`src/rtl/hptc_pkg.sv`:
```
package hptc_pkg;

   localparam int DivBits = 32;

   typedef struct packed {
      logic [31:0] t1;
      logic [31:0] t2;
      logic [31:0] t3;
   } temp_coef_type;

   typedef struct packed {
      logic [31:0] p1;
      logic [31:0] p2;
      logic [31:0] p3;
      logic [31:0] p4;
      logic [31:0] p5;
      logic [31:0] p6;
      logic [31:0] p7;
      logic [31:0] p8;
      logic [31:0] p9;
   } pres_coef_type;

   typedef struct packed {
      logic [31:0] h1;
      logic [31:0] h2;
      logic [31:0] h3;
      logic [31:0] h4;
      logic [31:0] h5;
      logic [31:0] h6;
   } hum_coef_type;

   typedef enum logic [2:0] {
      REG_TEMP   = 3'd0,
      REG_PRES_A = 3'd1,
      REG_PRES_B = 3'd2,
      REG_MISC   = 3'd3,
      REG_HUM    = 3'd4
   } reg_index_type;

   function automatic logic [31:0] asr(input logic [31:0] x, input int n);
      asr = 32'($signed(x) >>> n);
   endfunction

   function automatic logic [31:0] sx16(input logic [15:0] v);
      sx16 = {{16{v[15]}}, v};
   endfunction

   function automatic logic [31:0] sx12(input logic [11:0] v);
      sx12 = {{20{v[11]}}, v};
   endfunction

   function automatic logic [31:0] sx8(input logic [7:0] v);
      sx8 = {{24{v[7]}}, v};
   endfunction

endpackage

```
`src/rtl/hptc_post.sv`:
```
// pressure correction after the divide
module hptc_post (
   input  logic                    clock,
   input  logic                    reset,
   input  logic                    in_valid,
   input  logic [31:0]             quo,
   input  logic                    halve,
   input  logic                    zero,
   input  logic [31:0]             temp,
   input  logic [16:0]             hum,
   input  hptc_pkg::pres_coef_type pc,
   output logic                    out_valid,
   output logic [31:0]             out_temp,
   output logic [31:0]             out_pres,
   output logic [16:0]             out_hum,
   output logic                    out_err
);
   logic [2:0]  v_ff;
   logic [31:0] p1_ff, p2_ff, sq1_ff, a2_ff, b2_ff, pr_ff;
   logic [31:0] t1_ff, t2_ff, t3_ff;
   logic [16:0] h1_ff, h2_ff, h3_ff;
   logic [2:0]  z_ff;
   logic [31:0] pres0, dq;
   assign pres0 = halve ? (quo << 1) : quo;
   assign dq    = pres0 >> 3;

   always_ff @(posedge clock) begin
      if (reset) begin
         v_ff <= '0;
      end else begin
         v_ff <= {v_ff[1:0], in_valid};
      end
      p1_ff  <= pres0;
      sq1_ff <= (dq * dq) >> 13;
      p2_ff  <= p1_ff;
      a2_ff  <= hptc_pkg::asr(pc.p9 * sq1_ff, 12);
      b2_ff  <= hptc_pkg::asr((p1_ff >> 2) * pc.p8, 13);
      pr_ff  <= p2_ff + hptc_pkg::asr(a2_ff + b2_ff + pc.p7, 4);
      z_ff   <= {z_ff[1:0], zero};
      t1_ff <= temp; t2_ff <= t1_ff; t3_ff <= t2_ff;
      h1_ff <= hum;  h2_ff <= h1_ff; h3_ff <= h2_ff;
   end

   assign out_valid = v_ff[2];
   assign out_temp  = t3_ff;
   assign out_pres  = z_ff[2] ? 32'd0 : pr_ff;
   assign out_hum   = h3_ff;
   assign out_err   = z_ff[2];
endmodule

```
`config.mk`:
```
export PLATFORM = sky130hd
export DESIGN_NAME = hptc_post
export DESIGN_NICKNAME = d
export VERILOG_FILES = /design/src/rtl/hptc_pkg.sv /design/src/rtl/hptc_post.sv
export SDC_FILE = /design/constraint.sdc
export NUM_CORES = 2
export LEC_CHECK = 0
export ABC_AREA = 1
export ABC_CLOCK_PERIOD_IN_PS = 26100
export BUFFER_PORTS_ARGS = -buffer_cell sky130_fd_sc_hd__buf_2
export CAP_MARGIN = 20
export CORE_MARGIN = 8
export CORE_UTILIZATION = 58
export CTS_CLUSTER_DIAMETER = 60
export DETAILED_ROUTE_END_ITERATION = 10
export MAX_ROUTING_LAYER = met4
export PLACE_DENSITY = 0.78
export SLEW_MARGIN = 30
export SYNTH_ARGS = -nofsm -noshare
export SYNTH_HDL_FRONTEND = slang
export SYNTH_SLANG_ARGS = --single-unit
```
`constraint.sdc`:
```
create_clock -name clock -period 26.1 [get_ports clock]
set_input_delay 5.22 -clock clock [delete_from_list [all_inputs] [get_ports clock]]
set_output_delay 5.22 -clock clock [all_outputs]
set_load 0.005 [all_outputs]
```
# Yosys cells after proc, flatten, opt, wreduce, memory -nomap -nowiden
# Index checks and enable logic that the tools add are counted.
dict set report totals {
  wordCells 23
  out_inout_bits 83
  reg_bits 307
  input_bits 374
}
dict set report op_classes {
  mux 2
  n_mul 3
  n_addsub 3
}
# op n
set op_table {}
lappend op_table {{32-bit adder} 2}
lappend op_table {{32-bit 2-to-1 mux} 2}
lappend op_table {{29-bit by 29-bit multiplier with 32-bit output} 1}
lappend op_table {{30-bit by 32-bit multiplier with 32-bit output} 1}
lappend op_table {{32-bit by 19-bit multiplier with 32-bit output} 1}
lappend op_table {{20-bit by 19-bit adder with 21-bit output} 1}

# Logic depth before layout (Yosys ltp)
dict set report logic_depth {
  word_depth 3
  depth_mapped 39
  ltp_nobuf 36
}

# Worst setup path before layout
# OpenSTA, ideal clock, no wires.
dict set report synth_timing {
  path_kind {input -> register}
  start {in halve}
  end {reg sq1_ff[17]}
  required_ps 25980
  setup_time_ps 120
  setup_slack_ps 14014
  cell_stages 33
  n_path_buf 5
  arrival_ps 11966
  path_cell_list {buf_6 -> inv_2 -> buf_6 -> buf_6 -> nand2_1 -> nand2_1 -> clkbuf_1 -> buf_1 -> nor2_1 -> ha_1 -> a31o_2 -> fa_1 -> fa_1 -> inv_1 -> fa_1 -> inv_1 -> fa_1 -> inv_1 -> fa_1 -> inv_1 -> fa_1 -> fa_1 -> ha_1 -> nand2_1 -> inv_1 -> nand3_1 -> nor3_1 -> nand2_1 -> nand3_2 -> nand3_1 -> nand2_2 -> a21oi_2 -> xor2_1}
}
dict set report synth_via {
  elab_chain_cells 2
}
# item line
set synth_rtl {}
lappend synth_rtl {{from (decl)} hptc_post.sv:7} ;# input logic halve,
lappend synth_rtl {{32-bit 2-to-1 mux} hptc_post.sv:24} ;# assign pres0 = halve ? (quo << 1) : quo;
lappend synth_rtl {{29-bit by 29-bit multiplier with 32-bit output} hptc_post.sv:34} ;# sq1_ff <= (dq * dq) >> 13;
lappend synth_rtl {{to (signal assigned)} hptc_post.sv:34}
lappend synth_rtl {{to (decl)} hptc_post.sv:19} ;# logic [31:0] p1_ff, p2_ff, sq1_ff, a2_ff, b2_ff, pr_ff;
# Every way passes these cells.
# A chain may end at the register's enable or synchronous reset.

# Worst setup path after layout
dict set report layout_timing {
  start {in halve}
  end {reg sq1_ff[16]}
}
dict set report layout_via {
  elab_chain_cells 2
}
# item line
set layout_rtl {}
lappend layout_rtl {{32-bit 2-to-1 mux} hptc_post.sv:24}
lappend layout_rtl {{named net pres0[5]} hptc_post.sv:23} ;# logic [31:0] pres0, dq;
lappend layout_rtl {{29-bit by 29-bit multiplier with 32-bit output} hptc_post.sv:34}
# The timed path passes the listed nets, and every way through them passes these cells.

==> results.yml <==
status:
  status: "completed"
route:
  via_per_inst: 5.24
  drc_errors: 0
  finalWirelength_um: 147000
  num_vias: 43000
  ant_nets: 0
  drt-pass1-iter-count: 6
  wl_per_cell_um: 17.9
  drt_iter0_markers: 3191
final_layout:
  multi_input_area_um2: 39900
  register_area_um2: 6150
  drive_gt1_share_pct: 6.29
  fill_cells: 7984
  num-nets-final: 8779
  syn2layout_area_growth_pct: 6.62
  final_util_pct: 62.2
synth:
  synth_area_um2: 54400
  synth_seq_cells: 307
  yosysSeqAreaShare_pct: 11.3
  synth_warnings: 0
  synthFlopType: "dfxtp_1"
  synth-xor-area-share_pct: 3.09
  synth_edf_count: 0
  synth_top_family_by_area: "adder cells"
  synthAdderAreaFrac_pct: 50.0
  synthSimpleGateAreaFrac_pct: 15.9
  syn_nets: 8666
  async_flop_share_pct: 0
  synthCells: 6788
  synth-compound-area-share_pct: 4.32
  synth_mux_area_share_pct: 0
  yosysUniqueCellTypes: 52
  synth_area_per_cell_um2: 8.01
grt:
  grtUsageMet2_pct: 47.3
  antenna_found_initial: 16
  grt_pass1_vias: 46100
  gr-total-overflow: 0
  grt_util_met1_pct: 37.2
  gr-max-usage-layer: "met2"
  grt_pass1_wl_um: 238000
  use_met3_pct: 7.39
  grt.total_usage_pct: 29.8
  grt_max_degree: 70
clock_tree:
  cts_buffers: 38
  cts_setup_buffers: 0
  ctsResizeCount: 0
  cts.path.max_buffers: 3
  clk_pin_slew_ns: 0.06
  clkLatencyLatePin_ns: 0.58
  cts.sinks: 307
  htreeDepth: 2
  holdBufCountCts: 0
  cts_tree: "built"
  clockRootBuffer: "clkbuf_16"
setup_path:
  crit_buf_inv: 10
  cp-end-kind: "flip-flop"
  path_delay_family: "adder cells"
  crit_type: "in -> reg"
  crit_fanout: 69
  startpoint_type: "primary input"
  cpPeakStageDelay_ns: 0.61
  crit_arrival_ns: 13.80
  slowest_stage: "buf_4"
  cpMostUsedCell: "fa_1"
  worstPathRequired_ns: 26.61
sta:
  setup_viol: 0
  fin_crit_sh_pct: 50.9
  tns_ns: 0
  fin_worst_skew_ns: 0.0320
  worstMarginPinSlew_ns: 1.05
  relSlewSlack_pct: 29.9
  hold_violations: 0
  final-max-slew-violation-count: 0
  fin_crit_ns: 13.28
  fmax_ghz: 0.0753
  rsz0062_at_grt: "no"
floorplan:
  die-area_um2: 104000
  ioPinCount: 457
  die_w_um: 322
  initial_core_util_pct: 58.4
  fp.dieH_um: 322
  coreArea_um2: 93200
  rows: 112
placement:
  dp_hpwl_um: 117000
  portBuffers: 264
  routabilityCongestion: 0.971
worst_hold_path:
  min_path_type: "reg -> reg"
job:
  drv_cap: 0
[placed cells by master, fill, tap and decap left out, types with 6 or more instances in the layout]
master / instances
fa_1: 1118
nand2_4: 7
nand3_1: 110
o21bai_1: 12
xor2_1: 121
ha_1: 386
o221ai_1: 8
o21a_1: 8
o211ai_1: 7
nand4_1: 16
diode_2: 13
a21o_1: 27
nor4_1: 10
inv_1: 1972
clkbuf_8: 6
o21ai_0: 85
a21oi_1: 183
nand2_1: 1603
o21ai_4: 6
buf_4: 36
o21ai_2: 9
a31oi_1: 17
xnor2_1: 71
nor3_1: 24
a21boi_0: 6
clkbuf_16: 38
buf_2: 264
dfxtp_1: 302
nand3b_1: 14
nor2_1: 368
nand2_2: 22
[registers in the layout, indices dropped and copies added, names as in the netlist, 19 cells and up]
register  flops
sq1_ff       19
a2_ff        20
p2_ff        32
b2_ff        19
t2_ff        32
pr_ff        32
p1_ff        32
out_temp     32
t1_ff        32
[per-layer routing]
layer	share of wire [%]	vias up	wire (um)
met5	0	-	0
met4	3.8	0	5530
met3	10	418	15200
met2	46	1964	68100
met1	40	21000	58200
li1	-	19600	-
[through the flow]
step,hold slack [ns],instances,worst slack (ns),area (um2)
2_1_floorplan,0.310,6788,14.01,54400
3_3_place_gp,0.310,8115,12.19,56600
3_5_place_dp,0.312,8115,12.02,56600
4_1_cts,0.325,8182,12.62,57900
5_1_grt,0.330,8193,12.23,58000
6_report,0.324,8195,12.82,58000
[synth_stat cells, types with 2 or more instances]
library cell	number	area [um2]
xor2_1	121	1060
a211oi_1	2	15.0
nor2_2	3	18.8
o31ai_1	2	15.0
a31o_2	4	35.0
nor4_1	10	62.6
buf_1	34	128
buf_2	3	15.0
nand3_1	110	551
nand3_2	2	20.0
a21o_1	27	203
nor2_1	368	1380
a21oi_1	183	916
o21ai_1	5	25.0
a21boi_0	6	45.0
a21oi_2	2	17.5
dfxtp_1	307	6150
buf_4	3	22.5
nand3b_1	14	105
or2_2	4	25.0
a31oi_1	17	106
o221ai_1	8	70.1
inv_1	1973	7410
nand2_1	1603	6020
o21a_1	8	60.1
nor3_1	24	120
nand2_2	22	138
a221oi_1	4	35.0
nand4_1	16	100
o211ai_1	7	52.6
clkbuf_1	180	676
fa_1	1118	22400
inv_2	4	15.0
clkinv_1	2	7.51
nand2_4	7	78.8
o21ai_2	9	78.8
ha_1	386	4830
buf_6	6	67.6
o21ai_0	85	425
o21ai_4	6	97.6
xnor2_1	71	622
o21bai_1	12	90.1
[path summary, 6_finish.rpt]
path | start | endpoint | slack (ns) | cells past startpoint
max reg2reg | p1_ff[6]$_DFF_P_ | b2_ff[16]$_DFF_P_ | 18.67 | 23
max | halve | sq1_ff[16]$_DFF_P_ | 12.82 | 31
min | t1_ff[22]$_DFF_P_ | t2_ff[22]$_DFF_P_ | 0.32 | 0
min reg2reg | t1_ff[22]$_DFF_P_ | t2_ff[22]$_DFF_P_ | 0.32 | 0
[final cells by class]
type | instances | share of cell area, %
Timing Repair Buffer | 300 | 2.74
Antenna cell | 13 | 0.0561
Sequential cell | 307 | 10.6
Tap cell | 1254 | 2.71
Inverter | 1979 | 12.8
Clock buffer | 47 | 1.80
Clock inverter | 20 | 0.481
Multi-Input combinational cell | 4275 | 68.8
[logic make-up (layout without fill, tap and decap cells)]
family | Yosys count | count (layout)
other | 0 | 13
DFF | 307 | 307
and+or+nand+nor | 2186 | 2186
buffers and inverters | 2206 | 2346
xor gates and xnor gates | 192 | 192
adders and majority gates | 1504 | 1504
AOI/OAI and AO/OA | 393 | 393
[worst reg2reg max path: cells and delay by family, from the launching register on]
family | cells | cell delay (ns)
compound gates | 2 | 0.60
xor+xnor | 1 | 0.30
buf+inv | 6 | 0.38
simple gates | 5 | 0.77
fa+ha+maj | 9 | 4.35
flops | 1 | 0.95
Power is left out: the tool's default activity adds up to more than one toggle a clock period on the data nets, which glitch-free logic cannot reach.
