### src/rtl/hptc_pkg.sv
package hptc_pkg;

   localparam int DivBits = 32;

   typedef struct packed {
      logic [31:0] t1;
      logic [31:0] t2;
      logic [31:0] t3;
   } temp_coef_type;

   typedef struct packed {
      logic [31:0] p1;
      logic [31:0] p2;
      logic [31:0] p3;
      logic [31:0] p4;
      logic [31:0] p5;
      logic [31:0] p6;
      logic [31:0] p7;
      logic [31:0] p8;
      logic [31:0] p9;
   } pres_coef_type;

   typedef struct packed {
      logic [31:0] h1;
      logic [31:0] h2;
      logic [31:0] h3;
      logic [31:0] h4;
      logic [31:0] h5;
      logic [31:0] h6;
   } hum_coef_type;

   typedef enum logic [2:0] {
      REG_TEMP   = 3'd0,
      REG_PRES_A = 3'd1,
      REG_PRES_B = 3'd2,
      REG_MISC   = 3'd3,
      REG_HUM    = 3'd4
   } reg_index_type;

   function automatic logic [31:0] asr(input logic [31:0] x, input int n);
      asr = 32'($signed(x) >>> n);
   endfunction

   function automatic logic [31:0] sx16(input logic [15:0] v);
      sx16 = {{16{v[15]}}, v};
   endfunction

   function automatic logic [31:0] sx12(input logic [11:0] v);
      sx12 = {{20{v[11]}}, v};
   endfunction

   function automatic logic [31:0] sx8(input logic [7:0] v);
      sx8 = {{24{v[7]}}, v};
   endfunction

endpackage

### src/rtl/hptc_div.sv
// pipelined restoring divider, one quotient bit per stage
module hptc_div (
   input  logic        clock,
   input  logic        reset,
   input  logic        in_valid,
   input  logic [31:0] in_num,
   input  logic [31:0] in_den,
   output logic        out_valid,
   output logic [31:0] out_quo
);
   localparam int N = hptc_pkg::DivBits;

   logic              vld_ff [1:N];
   logic [N-1:0]      num_ff [1:N];
   logic [N-1:0]      den_ff [1:N-1];
   logic [N-1:0]      rem_ff [1:N-1];

   for (genvar s = 0; s < N; s++) begin : g_st
      logic         vld_cur;
      logic [N-1:0] num_cur;
      logic [N-1:0] den_cur;
      logic [N-1:0] rem_cur;
      logic [N:0]   trial_in;
      logic [N:0]   diff_in;
      logic [N-1:0] rem_in;
      logic [N-1:0] num_in;
      if (s == 0) begin : g_head
         assign vld_cur = in_valid;
         assign num_cur = in_num;
         assign den_cur = in_den;
         assign rem_cur = '0;
      end else begin : g_body
         assign vld_cur = vld_ff[s];
         assign num_cur = num_ff[s];
         assign den_cur = den_ff[s];
         assign rem_cur = rem_ff[s];
      end
      always_comb begin
         trial_in = {rem_cur, num_cur[N-1]};
         diff_in  = trial_in - {1'b0, den_cur};
         if (!diff_in[N]) begin
            rem_in = diff_in[N-1:0];
            num_in = {num_cur[N-2:0], 1'b1};
         end else begin
            rem_in = trial_in[N-1:0];
            num_in = {num_cur[N-2:0], 1'b0};
         end
      end
      always_ff @(posedge clock) begin
         if (reset) begin
            vld_ff[s+1] <= 1'b0;
         end else begin
            vld_ff[s+1] <= vld_cur;
         end
         num_ff[s+1] <= num_in;
      end
      if (s < N - 1) begin : g_carry
         always_ff @(posedge clock) begin
            den_ff[s+1] <= den_cur;
            rem_ff[s+1] <= rem_in;
         end
      end
   end

   assign out_valid = vld_ff[N];
   assign out_quo   = num_ff[N];
endmodule

### config.mk
export PLATFORM = sky130hd
export DESIGN_NAME = hptc_div
export DESIGN_NICKNAME = d
export VERILOG_FILES = /design/src/rtl/hptc_pkg.sv /design/src/rtl/hptc_div.sv
export SDC_FILE = /design/constraint.sdc
export NUM_CORES = 2
export LEC_CHECK = 0
export BUFFER_PORTS_ARGS = -buffer_cell sky130_fd_sc_hd__buf_2
export CORE_AREA = 2 2 550 662
export CTS_CLUSTER_SIZE = 28
export DETAILED_ROUTE_END_ITERATION = 8
export DIE_AREA = 0 0 552 664
export PLACE_DENSITY = 0.45
export SYNTH_ARGS = -nofsm -noshare
export SYNTH_HDL_FRONTEND = slang
export SYNTH_SLANG_ARGS = --single-unit
### constraint.sdc
create_clock -name clock -period 4.4 [get_ports clock]
set_input_delay 0.44 -clock clock [delete_from_list [all_inputs] [get_ports clock]]
set_output_delay 0.44 -clock clock [all_outputs]
set_load 0.01 [all_outputs]
=== Yosys cells after proc, flatten, opt, wreduce, memory -nomap -nowiden ===
Memory sizes are Yosys's and may differ from the RTL's.
Cells that the tools add are included.

* $add $sub $neg: 32
* Bitwise gates (word level): 32
* Mux-type cells: 98

{| class="wikitable"
|+ Operators with widths
! operator !! count
|-
| 33-bit by 32-bit subtractor with 33-bit output || 31
|-
| 32-bit two-way mux || 31
|-
| 1-bit two-way mux || 67
|-
| 1-bit by 32-bit subtractor with 33-bit output || 1
|-
| 1-bit bitwise OR || 32
|}

* Logic and storage cells: 166
* Input port bits: 67
* Memories: 4
* Register bits: 0
* Bits in writable memories: 3040
* Output and inout port bits: 33

{| class="wikitable"
|+ Memories
! name !! words !! width !! read ports !! clocked after Yosys merged registers in !! wr ports !! line !! RTL
|-
| num_ff || 32 || 32 || 32 || 0 || 32 || hptc_div.sv:14 || <nowiki>logic [N-1:0] num_ff [1:N];</nowiki>
|-
| den_ff || 31 || 32 || 31 || 0 || 31 || hptc_div.sv:15 || <nowiki>logic [N-1:0] den_ff [1:N-1];</nowiki>
|-
| rem_ff || 31 || 32 || 31 || 0 || 31 || hptc_div.sv:16 || <nowiki>logic [N-1:0] rem_ff [1:N-1];</nowiki>
|-
| vld_ff || 32 || 1 || 32 || 0 || 32 || hptc_div.sv:13 || <nowiki>logic vld_ff [1:N];</nowiki>
|}

=== Longest topological paths before layout ===
* Depth in word-level cells: 3
* Gate-level depth with buffers: 15
* Depth with buffers taken out: 14

=== Least setup slack after synthesis ===
No wires, ideal clock.

* Path type: register -> register
* From: register num_ff[0][671] (netlist name)
* To: memory rem_ff[21][26] in the netlist's numbering
* Period minus slack after synthesis: 3593 ps
* Required time: 4279 ps
* Buffers on the path: 1
* Arrival time: 3472 ps
* Library setup time: 121 ps
* Stages on the path, launching flop included: 15
* Setup slack: 807 ps
* Cell sequence: dfxtp_1 > inv_1 > ha_1 > fa_1 > nand2b_1 > a21oi_1 > o211ai_1 > a2111oi_0 > o41ai_2 > a211o_1 > nand3_1 > a21oi_1 > xor2_1 > buf_2 > mux2_2

{| class="wikitable"
|+ RTL lines
! element !! line
|-
| to (decl) || hptc_div.sv:16
|}

==> flow_summary_export.csv <==
group,metric,value,unit
status,status,"finished clean",
layout,final_cells,17600,
critical_path,crit_path_end_kind,"flip-flop",
clocking,h-tree-depth,5,
layout,fin_area,0.144,mm2
layout,nets,13600,
logic_synthesis,synth_edf_count,0,
floorplanning,pin_count,100,
timing,final.setup_skew,72.7,ps
timing,maxClockFrequency,241,MHz
place,port_buffers,99,
clocking,numCtsBuffers,332,
clocking,cts-root-buf,"clkbuf_16",
logic_synthesis,netlist-cell-type-count,96,
place,gp_congestion,0.863,
place,placed_area,0.132,mm2
timing,finalHoldViolCount,0,
pwr,irDropWorstVdd,0.000532,V
place,hpwl,238,mm
route,firstDrtPassIters,5,
logic_synthesis,async_reset_ff_share,0,%
route,post_drt_via_cell_ratio,4.82,
floorplanning,core-area,0.360,mm2
floorplanning,start_util,34.8,%
logic_synthesis,synth_flop_cell,"dfxtp_1",
logic_synthesis,ys_seq_area_share,48.5,%
layout,seqCellArea,0.0609,mm2
logic_synthesis,syn_area,0.126,mm2
grt,grt_pass1_wl,480,mm
timing,rsz0062_at_grt,"no",
layout,drive_gt1_share,12.1,%
critical_path,cp-start-kind,"flip-flop",
flow_run,cap_violations,0,
floorplanning,die_w,552,um
route,wl_per_cell,17.4,um
logic_synthesis,syn_avg_cell_area,10.3,um2
place,post-place-ws,180,ps
timing,worstMarginPinSlew,1250,ps
route,drt_iter0_markers,3852,
critical_path,reg2reg_depth,14,
layout,multi_input_area,0.0593,mm2
layout,area_delta_synth_final,15.0,%
pwr,leakage,66.3,nW
grt,grt_pass1_vias,87600,
clocking,clk_latency,940,ps
timing,fin_crit,4150,ps
grt,grt_usage,16.2,%
hold_path,hold_end,"num_ff[0][57]",
grt,gr-total-overflow,0,
floorplanning,rows,242,
timing,fin_crit_sh,94.3,%
critical_path,required,5160,ps
timing,finalSetupTns,0,ps
critical_path,cp.arrival,4910,ps
layout,nFillCells,35200,
timing,setup_viol,0,
clocking,clkTransAtPathRegs,60,ps
grt,grt_max_degree,58,
route,route.detailed.drc,0,
route,antenna_left,0,
timing,holdWs,152,ps
route,via_count,84700,
hold_path,hold_depth,2,
grt,antenna_found_initial,7,
timing,final_max_slew_viol_count,0,
critical_path,worstPathMaxFanout,33,
critical_path,crit_type,"flip-flop to flip-flop",
pwr,power_density,895,mW/mm2
hold_path,min-delay-start,"in_num[24]",
clocking,clock_path_buffers,4,
critical_path,regToRegStartpoint,"den_ff[0][741]",
logic_synthesis,synth_warnings,0,
clocking,cts_sinks,3040,
logic_synthesis,ys_ff_latch,3040,
logic_synthesis,synthCells,12200,
floorplanning,die_area,0.367,mm2
hold_path,hp-class,"primary input to flip-flop",
timing,slew_headroom,16.4,%
clocking,post_cts_buffers,0,
route,wl,305,mm
timing,fin_ws,252,ps
place,dp_cells,16900,
clocking,cts_tree,"done",
floorplanning,dieHeight,664,um
critical_path,r2r_setup_slack,250,ps
critical_path,reg2reg_to,"rem_ff[24][19]",
Yosys cell counts (all sizes together), types with 15 or more instances:
library cell / instances / area, um2
dfxtp: 3040 / 60900
inv: 1248 / 4680
ha: 993 / 12400
a21oi: 862 / 4320
mux2: 807 / 9280
xnor2: 558 / 4890
o21ai: 526 / 2640
a21o: 520 / 3900
nand2: 505 / 1900
nor2: 492 / 1850
xor2: 273 / 2390
nand3: 225 / 1140
nor2b: 185 / 1160
clkbuf: 157 / 589
nand2b: 149 / 932
o21a: 146 / 1100
and3: 121 / 757
a31oi: 113 / 707
o21bai: 92 / 698
nand4: 91 / 569
mux2i: 88 / 881
nor3: 84 / 420
a211oi: 83 / 623
buf: 78 / 465
o31ai: 75 / 573
o211ai: 60 / 460
and2: 42 / 263
or3: 37 / 231
a221oi: 34 / 323
o31a: 34 / 298
fa: 30 / 601
a2111oi: 27 / 244
and4: 27 / 241
a21boi: 26 / 195
a211o: 25 / 219
a311oi: 22 / 193
a31o: 22 / 193
or2: 22 / 138
nand3b: 20 / 150
a221o: 19 / 190
o2111ai: 18 / 158
o2111a: 16 / 180
nor4: 15 / 93.8
o311ai: 15 / 139
metal layers:
layer  wire length [um]  share of wire (%)  GRT usage, %  vias up
met5                  0                  0             0        -
met2             166000                 54          32.3     1233
met4              13100                4.3          6.73        0
li1                   -                  -             -    42900
met3               8660                2.8          2.10      606
met1             117000                 38          16.8    40000
what timing repair did:
action                                 CTS  global route
resized for setup                        0             4
hold buffers                            67             0
setup endpoints to repair                0            48
endpoints found under the hold margin  111             0
critical path, stage by stage (launching register included):
cell	delay (ps)
dfxtp_1	390
inv_1	60
ha_1	330
a21o_1	220
a211oi_1	220
a21oi_1	190
o41ai_1	860
buf_4	240
a21o_1	170
a31oi_1	150
a21oi_1	360
xor2_4	120
buf_12	180
buf_4	180
o21ai_0	310
sequential cells by signal, summed over array words and instances, names as in the netlist:
signal and flops:
num_ff 1024, rem_ff 992, vld_ff 32, den_ff 992
through the flow:
| stage | power (mW) | utilization, % |
|---|---|---|
| 2_1_floorplan | 85.8 | - |
| 3_3_place_gp | 101 | 36.7 |
| 3_5_place_dp | 101 | 36.7 |
| 4_1_cts | 131 | 40.1 |
| 5_1_grt | 139 | 40.1 |
| 6_report | 129 | 40.1 |
cells in the final DEF (no fill, tap or decap), types with 31 or more instances in the layout:
cell | Yosys | routed
o21ai_1 | 32 | 31
mux2_4 | 52 | 52
clkbuf_8 | 0 | 73
nand2_1 | 505 | 505
xnor2_1 | 558 | 555
o21ai_0 | 492 | 492
o31ai_1 | 73 | 73
clkinv_2 | 0 | 59
and2_1 | 41 | 41
mux2i_1 | 88 | 87
a211oi_1 | 83 | 82
xor2_1 | 273 | 263
nor2b_1 | 185 | 185
ha_1 | 993 | 993
o31a_1 | 34 | 34
nor2_1 | 492 | 492
nand4_1 | 91 | 91
a31oi_1 | 113 | 113
nor3_1 | 84 | 84
a21o_1 | 520 | 520
nand2b_1 | 149 | 149
mux2_2 | 668 | 668
a21oi_1 | 860 | 860
clkbuf_16 | 0 | 333
dfxtp_1 | 3040 | 3040
nand3_1 | 223 | 223
o21bai_1 | 90 | 90
buf_4 | 7 | 49
and3_1 | 121 | 119
buf_2 | 57 | 99
bufinv_16 | 0 | 33
mux2_1 | 87 | 87
o21a_1 | 146 | 146
dlygate4sd3_1 | 0 | 67
or3_1 | 37 | 37
clkbuf_1 | 157 | 48
inv_1 | 1243 | 1243
o211ai_1 | 58 | 58
worst max path at each step:
stage                   startpoint        endpoint  cells after the start
finish              den_ff[0][741]  rem_ff[24][19]                     14
global route        num_ff[0][735]  rem_ff[23][15]                     14
CTS                 den_ff[0][229]    rem_ff[8][0]                     14
detailed placement  den_ff[0][229]    rem_ff[8][0]                     14
global placement    den_ff[0][229]    rem_ff[8][0]                     14
floorplan           num_ff[0][671]  rem_ff[21][26]                     14
cell type report:
class	count	share of cell area (%)
multi-input combinational	7663	41.0
sequential	3040	42.1
timing repair buffer	243	1.45
clock inverter	152	1.42
inverter	1248	3.24
antenna	9	0.0156
clock buffer	454	6.59
tap	4758	4.12
cell families after synthesis:
logic type	after synthesis	share of synthesized area, %
AND/OR/NAND/NOR	2064	8.16
XOR/XNOR	831	5.80
AO/OA/AOI/OAI	2835	14.5
other	1	0.00299
buffers and inverters	1483	4.57
multiplexers	895	8.09
adder cells (fa/ha/maj)	1023	10.4
flip-flops	3040	48.5
report_power, final:
part           internal (mW)  switching [mW]  leakage, nW
clock network           17.2            11.6         5.66
registers               35.9            5.10         25.6
logic                   29.1            30.3         35.1
No activity file was read; power rests on OpenSTA's default activity.
